$ cat config.mk
export PLATFORM = sky130hd
export DESIGN_NAME = hll_alu
export DESIGN_NICKNAME = d
export VERILOG_FILES = /design/src/hdl/hll_pkg.sv /design/src/hdl/hll_alu.sv
export SDC_FILE = /design/constraint.sdc
export NUM_CORES = 2
export LEC_CHECK = 0
export BUFFER_PORTS_ARGS = -buffer_cell sky130_fd_sc_hd__buf_4
export CAP_MARGIN = 20
export CORE_ASPECT_RATIO = 1.75
export CORE_MARGIN = 2
export CORE_UTILIZATION = 61
export DETAILED_ROUTE_END_ITERATION = 16
export PLACE_DENSITY = 0.81
export SYNTH_ARGS = -nofsm -noshare
export SYNTH_HDL_FRONTEND = slang
export SYNTH_SLANG_ARGS = --single-unit
$ cat constraint.sdc
create_clock -name clk -period 9.4 [get_ports clk]
set_input_delay 0.94 -clock clk [delete_from_list [all_inputs] [get_ports clk]]
set_output_delay 0.94 -clock clk [all_outputs]
set_load 0.03 [all_outputs]
$ cat src/hdl/hll_pkg.sv
// Shared types, constants and fixed-point helpers for the HLL flux cell update.
package hll_pkg;

    typedef struct packed {
        logic signed [31:0] depth;
        logic signed [31:0] momentum;
        logic signed [31:0] velocity;
        logic               starts_array;
    } cell_in_t;

    typedef struct packed {
        logic signed [31:0] new_depth;
        logic signed [31:0] new_momentum;
        logic               last_cell;
    } cell_out_t;

    localparam logic [2:0] REG_GRAVITY    = 3'd0;
    localparam logic [2:0] REG_INV_DX     = 3'd1;
    localparam logic [2:0] REG_DT_OVER_DX = 3'd2;
    localparam logic [2:0] REG_BOUNDARY   = 3'd3;
    localparam logic [2:0] REG_INTERIOR   = 3'd4;

    localparam logic signed [32:0] TWO_THIRDS_Q = 33'sd43691;
    localparam logic signed [32:0] HALF_Q       = 33'sd32768;
    localparam logic [31:0]        POS_LIMIT    = 32'h0FFF_FFFF;

    // Shared unit operations
    localparam logic [2:0] OP_MUL = 3'd0;
    localparam logic [2:0] OP_ADD = 3'd1;
    localparam logic [2:0] OP_SUB = 3'd2;
    localparam logic [2:0] OP_DIV = 3'd3;
    localparam logic [2:0] OP_SQRT = 3'd4;

    typedef struct packed {
        logic       start;
        logic [2:0] op;
    } alu_cmd_t;

    function automatic logic signed [31:0] sat32(input logic signed [34:0] v);
        if (v > 35'sd2147483647)
            return 32'sh7FFF_FFFF;
        else if (v < -35'sd2147483648)
            return 32'sh8000_0000;
        else
            return v[31:0];
    endfunction

endpackage

$ cat src/hdl/hll_alu.sv
// Shared unit: saturating add/sub, rounded Q16.16 multiply, divide and square root.
module hll_alu
(
    input  logic                 clk,
    input  logic                 rst_n,
    input  hll_pkg::alu_cmd_t    cmd,
    input  logic signed [32:0]   a,
    input  logic signed [32:0]   b,
    output logic                 done,
    output logic signed [31:0]   result
);

    logic               busy_reg, busy_next;
    logic [5:0]         cnt_reg, cnt_next;
    logic [2:0]         op_reg, op_next;
    logic               neg_reg, neg_next;
    logic [63:0]        acc_reg, acc_next;
    logic [63:0]        rem_reg, rem_next;
    logic [32:0]        den_reg, den_next;
    logic [63:0]        prod;
    logic [64:0]        trial;
    logic [32:0]        mag_a, mag_b;
    logic [33:0]        mag_r;
    logic               done_reg, done_next;
    logic signed [31:0] result_reg, result_next;

    assign mag_a = a[32] ? 33'(-a) : 33'(a);
    assign mag_b = b[32] ? 33'(-b) : 33'(b);
    assign done = done_reg;
    assign result = result_reg;

    // One 32x32 product per cycle (unsigned magnitudes; operands stay below 2^32)
    assign prod = 64'(mag_a[31:0]) * 64'(mag_b[31:0]);

    always_comb
    begin
        busy_next = busy_reg;
        cnt_next = cnt_reg;
        op_next = op_reg;
        neg_next = neg_reg;
        acc_next = acc_reg;
        rem_next = rem_reg;
        den_next = den_reg;
        done_next = 1'b0;
        result_next = result_reg;
        trial = '0;
        mag_r = '0;
        if (cmd.start)
        begin
            op_next = cmd.op;
            neg_next = a[32] ^ b[32];
            case (cmd.op)
                hll_pkg::OP_MUL:
                begin
                    // magnitude of an operand may reach 2^32 only for -2^32, not used
                    acc_next = prod + 64'd32768;
                    busy_next = 1'b1;
                    cnt_next = 6'd0;
                end
                hll_pkg::OP_ADD:
                begin
                    result_next = hll_pkg::sat32(35'(a) + 35'(b));
                    done_next = 1'b1;
                end
                hll_pkg::OP_SUB:
                begin
                    result_next = hll_pkg::sat32(35'(a) - 35'(b));
                    done_next = 1'b1;
                end
                hll_pkg::OP_DIV:
                begin
                    neg_next = a[32];
                    // numerator scaled by 2^16 plus half the divisor
                    rem_next = {mag_a[31:0], 16'd0} + 64'(mag_b[32:1]);
                    den_next = mag_b;
                    acc_next = '0;
                    cnt_next = 6'd48;
                    busy_next = 1'b1;
                end
                hll_pkg::OP_SQRT:
                begin
                    neg_next = 1'b0;
                    if (a <= 0)
                    begin
                        result_next = '0;
                        done_next = 1'b1;
                    end
                    else
                    begin
                        rem_next = {16'd0, a[31:0], 16'd0};
                        acc_next = '0;
                        cnt_next = 6'd24;
                        busy_next = 1'b1;
                    end
                end
                default:
                begin
                    done_next = 1'b1;
                end
            endcase
        end
        else if (busy_reg)
        begin
            case (op_reg)
                hll_pkg::OP_MUL:
                begin
                    mag_r = (acc_reg[63:16] > 48'h1_0000_0000) ? 34'h1_0000_0000
                                                                : acc_reg[49:16];
                    result_next = hll_pkg::sat32(neg_reg ? -35'(mag_r) : 35'(mag_r));
                    done_next = 1'b1;
                    busy_next = 1'b0;
                end
                hll_pkg::OP_DIV:
                begin
                    // restoring division, one quotient bit per cycle
                    trial = 65'(rem_reg >> (cnt_reg - 6'd1));
                    if (trial >= 65'(den_reg))
                    begin
                        rem_next = rem_reg - (64'(den_reg) << (cnt_reg - 6'd1));
                        acc_next = {acc_reg[62:0], 1'b1};
                    end
                    else
                        acc_next = {acc_reg[62:0], 1'b0};
                    cnt_next = cnt_reg - 6'd1;
                    if (cnt_reg == 6'd1)
                    begin
                        busy_next = 1'b0;
                        done_next = 1'b1;
                        mag_r = (acc_next > 64'h1_0000_0000) ? 34'h1_0000_0000
                                                             : acc_next[33:0];
                        result_next = hll_pkg::sat32(neg_reg ? -35'(mag_r)
                                                             : 35'(mag_r));
                    end
                end
                hll_pkg::OP_SQRT:
                begin
                    // digit-by-digit root, one result bit per cycle
                    trial = 65'({acc_reg[61:0], 2'b01}) << ((cnt_reg - 6'd1) * 2);
                    if (65'(rem_reg) >= trial)
                    begin
                        rem_next = rem_reg - trial[63:0];
                        acc_next = {acc_reg[62:0], 1'b1};
                    end
                    else
                        acc_next = {acc_reg[62:0], 1'b0};
                    cnt_next = cnt_reg - 6'd1;
                    if (cnt_reg == 6'd1)
                    begin
                        busy_next = 1'b0;
                        done_next = 1'b1;
                        result_next = acc_next[31:0];
                    end
                end
                default:
                begin
                    busy_next = 1'b0;
                    done_next = 1'b1;
                end
            endcase
        end
    end

    always_ff @(posedge clk or negedge rst_n)
    begin
        if (!rst_n)
        begin
            busy_reg <= 1'b0;
            done_reg <= 1'b0;
            cnt_reg  <= '0;
            op_reg   <= hll_pkg::OP_MUL;
        end
        else
        begin
            busy_reg <= busy_next;
            done_reg <= done_next;
            cnt_reg  <= cnt_next;
            op_reg   <= op_next;
        end
    end

    always_ff @(posedge clk)
    begin
        neg_reg    <= neg_next;
        acc_reg    <= acc_next;
        rem_reg    <= rem_next;
        den_reg    <= den_next;
        result_reg <= result_next;
    end

    a_no_start_when_busy: assert property (@(posedge clk) disable iff (!rst_n)
        busy_reg |-> !cmd.start) else $error("command issued while unit busy");
    a_done_pulse: assert property (@(posedge clk) disable iff (!rst_n)
        done_reg |=> !done_reg || $past(cmd.start)) else $error("done held");
    a_done_after_work: assert property (@(posedge clk) disable iff (!rst_n)
        done_reg |-> $past(cmd.start) || $past(busy_reg)) else $error("spurious done");

endmodule
==> out/results.txt, run 1 <==
Status: stopped before the end
Failing step: global routing (5_1_grt)
Error: [ERROR GRT-0116] Global routing finished with congestion. Check the congestion regions in the DRC Viewer.
Largest net degree at the start of global routing: 117
Top FF cell, synth: edfxtp_1
Syn Area/Cell: 8.04 sq um
CTS max path bufs: 3
Mapped Area: 64900 sq um
Die height: 435 um
H-tree levels: 1
Boundary pin count: 105
CTS Sinks: 205
Area contributors post-synth: fa_1 (28%), ha_1 (10%), edfxtp_1 (9.0%)
Vias in the first global route: 86.8k
Yosys top cell area share: 27.8%
Initial Util: 61.3%
Horiz. Die Dim: 251 um
Post-Syn Nets: 9580
Hold_buf cts: 0
Port bufs: 104
Final GP Congestion: 1.34
Dpl cell area: 73800 sq um
CTS buffer count: 20
Seq cells post-synth: 205
Post-DP HPWL: 278 mm
Async SR Flop Fraction: 5.37%
Sequential area share after synthesis: 9.40%
First-pass GRT wire length: 672 mm
Post-synth cell types: 93
Row cnt: 158
GRT Residual Overflow: 1495
Syn Inst Count: 8072
Synthesis Warnings: 0
GRT Total Usage: 81.5%
Cell taking the most area after synthesis: fa_1
EDFF count, synth: 194
Clock root cell: clkbuf_16
[repair_timing]
item | 4_1_cts
buffers inserted | 70
resized for setup | 226
endpoints found under the setup margin | 33
gates cloned | 1
pin swaps | 160
[routing by layer]
metal,overflow,track usage [%]
met5,10,26.3
met4,491,87.9
met3,34,64.7
met2,949,99.4
met1,11,79.1
[cells in the mapped netlist (80+ instances only)]
| master | n |
|---|---|
| xnor2_1 | 169 |
| mux2i_1 | 106 |
| o21ai_0 | 417 |
| inv_1 | 1198 |
| a21oi_1 | 417 |
| ha_1 | 534 |
| nand2_1 | 1365 |
| fa_1 | 902 |
| nor3_1 | 92 |
| mux4_2 | 80 |
| and2_1 | 107 |
| edfxtp_1 | 194 |
| clkbuf_1 | 404 |
| nor2_1 | 503 |
| a21o_1 | 157 |
| nand3_1 | 121 |
[metrics by stage]
step | hold WS [ps] | cells | setup slack [ps] | utilization, %
after CTS | 174 | 10009 | -401 | 71.8
after global placement | 511 | 9902 | -1130 | 69.7
after detailed placement | 510 | 9906 | -1440 | 69.8
after floorplan | 488 | 8072 | -607 | -
[cells by family after synthesis]
kind of cell	synth area share, %
XOR/XNOR	3.35
AO/OA/AOI/OAI	17.2
AND/OR/NAND/NOR	17.0
buffers and inverters	10.0
multiplexers	4.86
flip-flops	9.40
adder cells (fa/ha/maj)	38.1
==> run 2: changes to the inputs <==
CORE_ASPECT_RATIO = default   (was 1.75)
CORE_UTILIZATION = 40   (was 61)
PLACE_DENSITY = default   (was 0.81)
PLACE_DENSITY_LB_ADDON = 0.15   (was default)
clock period = 12.2 ns   (was 9.4 ns; I/O delays follow)
==> run 2 against run 1 <==
Net effect:
- the run now ends clean
- synthesized area did not move
- synthesized cell count unchanged
==> out/results.txt, run 2 <==
CTS buffer count: 28 (+40%)
Area grow syn2layout: 9.48%
Final cycle utilization of the critical path: 93.5%
Seq cells post-synth: 205 (unchanged)
Hold Path Class: in2async
Top delay family on crit path: adder cells
Post-synthesis compound-gate area fraction: 17.2% (unchanged)
Hold_buf cts: 0 (unchanged)
1st-iter DRT viols: 7532
Clock root cell: clkbuf_16
WHS: 401 ps
Mux contribution to synthesized area: 4.86% (unchanged)
CTS Sinks: 205 (unchanged)
Status: completed
Via count: 62.2k
Detailed-route wire length: 308 mm
Final net count: 9576
Async SR Flop Fraction: 5.37% (unchanged)
Synth top cells by count: nand2_1 (1365), inv_1 (1198), fa_1 (902)
Clock skew after layout: 46.5 ps
Worst Setup Path Type: in2reg
Syn Inst Count: 8072 (unchanged)
Adder-cell share of the synthesized area: 38.1% (unchanged)
Max-Cap Viols: 0
Core Area: 161000 sq um
Clk slew on worst S/H paths: 80 ps
Port bufs: 104 (unchanged)
Die height: 407 um (-6.6%)
GRT Residual Overflow: 0
Clock Latency Late Sink: 650 ps
Final setup vio count: 0
Cell taking the most area after synthesis: fa_1
Sequential area share after synthesis: 9.40% (unchanged)
Worst slack, placed: 245 ps (+1680 ps)
Path depth of the worst reg2reg path: 27
Top FF cell, synth: edfxtp_1
Most common cell after layout, fill and taps aside: nand2_1
Worst r2r src: cnt_reg[0]
Final hold vios: 0
Full die area: 165000 sq um
Worst slew pin tran: 1330 ps
CTS tree: done
DR WL/cell: 30.0 um
Area share of and/or/nand/nor cells after synthesis: 17.0% (unchanged)
Min Tclk post-route: 11410 ps
Row cnt: 147 (-7.0%)
Vias in the first global route: 61.4k
WP buf/inv: 7
Detailed-route DRC error count: 0
Reg2reg setup slack: 2050 ps
Mapped Area: 64900 sq um (unchanged)
Boundary pin count: 105 (unchanged)
XOR/XNOR share of the synthesized area: 3.35% (unchanged)
Horiz. Die Dim: 407 um (+62%)
CTS max path bufs: 3 (unchanged)
Count leader, synth: nand2_1
Main combinational cell family by area after synthesis: adder cells
Post-synth cell types: 93 (unchanged)
Filler cells: 16.5k
Slew Limit Fails: 0
Post-Syn Nets: 9580 (unchanged)
Initial Util: 40.4% (-21 points)
Max-Slew Margin vs Limit: 11.5%
Dpl cell area: 70000 sq um (-5.1%)
Vias/cell: 6.07
Drt first pass iters: 6
First-pass GRT wire length: 443 mm
Synthesis Warnings: 0 (unchanged)
GRT Total Usage: 37.0%
Largest net degree at the start of global routing: 83
Syn Area/Cell: 8.04 sq um (unchanged)
Commonest cells after routing, fill and taps aside: nand2_1 (1364), inv_1 (1196), fa_1 (902)
H-tree levels: 1 (unchanged)
CP Data Arrival Time: 11770 ps
Slowest stage delay, CP: 630 ps
Endpoint class of the critical path: flip-flop
Post_cts resized: 0 (-100%)
Most frequent cell on the critical path: fa_1
Yosys top cell area share: 27.8% (unchanged)
Post-CTS setup repair buffer count: 0 (-100%)
Worst path slowest cell: or4_1
Antenna violations before repair: 22
Fraction of layout instances using a drive strength above 1: 9.20%
Worst path required time: 12560 ps
Setup WS post-layout: 791 ps
Final Cell Area: 71000 sq um
CP Launch Type: input pin
Final ANT Viol Nets: 0
Final GP Congestion: 1.02 (-24%)
Crit-path max FO: 14
Reg-to-Reg End: result[3]
RSZ-0062 raised after global routing: false
Fmax: 0.0876 GHz
Setup TNS: 0 ps
EDFF count, synth: 194 (unchanged)
Post-DP HPWL: 249 mm (-11%)
Area contributors post-synth: fa_1 (28%), ha_1 (10%), edfxtp_1 (9.0%)
==> run 2: cell counts after synthesis <==
Identical to the previous run, type by type.
==> run 2: cells by family after synthesis <==
kind of cell	count (synthesis)
xor gates and xnor gates	248
muxes	212
adders and majority gates	1436
DFF	205
and+or+nand+nor	2538
buffers and inverters	1712
AOI/OAI and AO/OA	1721
==> run 2: per-layer routing <==
metal	vias up	track usage [%]	share of wire, %
li1	26901	-	-
met2	3265	56.1	43
met5	-	0	0.024
met1	31434	51.7	43
met3	617	5.44	8.4
met4	8	17.5	6.0
==> run 2: area by class of cell <==
class	count	area [sq um]	share of cell area, %
Multi-Input combinational cell	6155	53000	74.6
Sequential cell	205	6100	8.59
Inverter	1212	4550	6.40
Timing Repair Buffer	466	3680	5.18
Tap cell	2160	2700	3.80
Clock buffer	30	708	0.997
Clock inverter	21	293	0.412
Antenna cell	7	17.5	0.0247
==> run 2: how the worst max path moves through the flow <==
stage	endpoint	depth (start not counted)	slack [ps]	startpoint
2_1_floorplan	acc_reg[55]	35	1190	a[6]
3_3_place_gp	acc_reg[44]	35	290	a[6]
3_5_place_dp	acc_reg[44]	35	240	a[6]
4_1_cts	acc_reg[44]	35	900	a[6]
5_1_grt	acc_reg[48]	39	300	b[2]
6_report	acc_reg[44]	33	790	a[15]
==> run 2: per-stage QoR <==
step                      instances  util (%)
after floorplan                8072         -
after global placement        10197      43.5
after detailed placement      10198      43.6
after CTS                     10249      44.2
after global routing          10251      44.2
final                         10256      44.2
Power of run 2 is not shown: default switching activity piles up to over one toggle a cycle in this logic, so the estimate is an artifact.
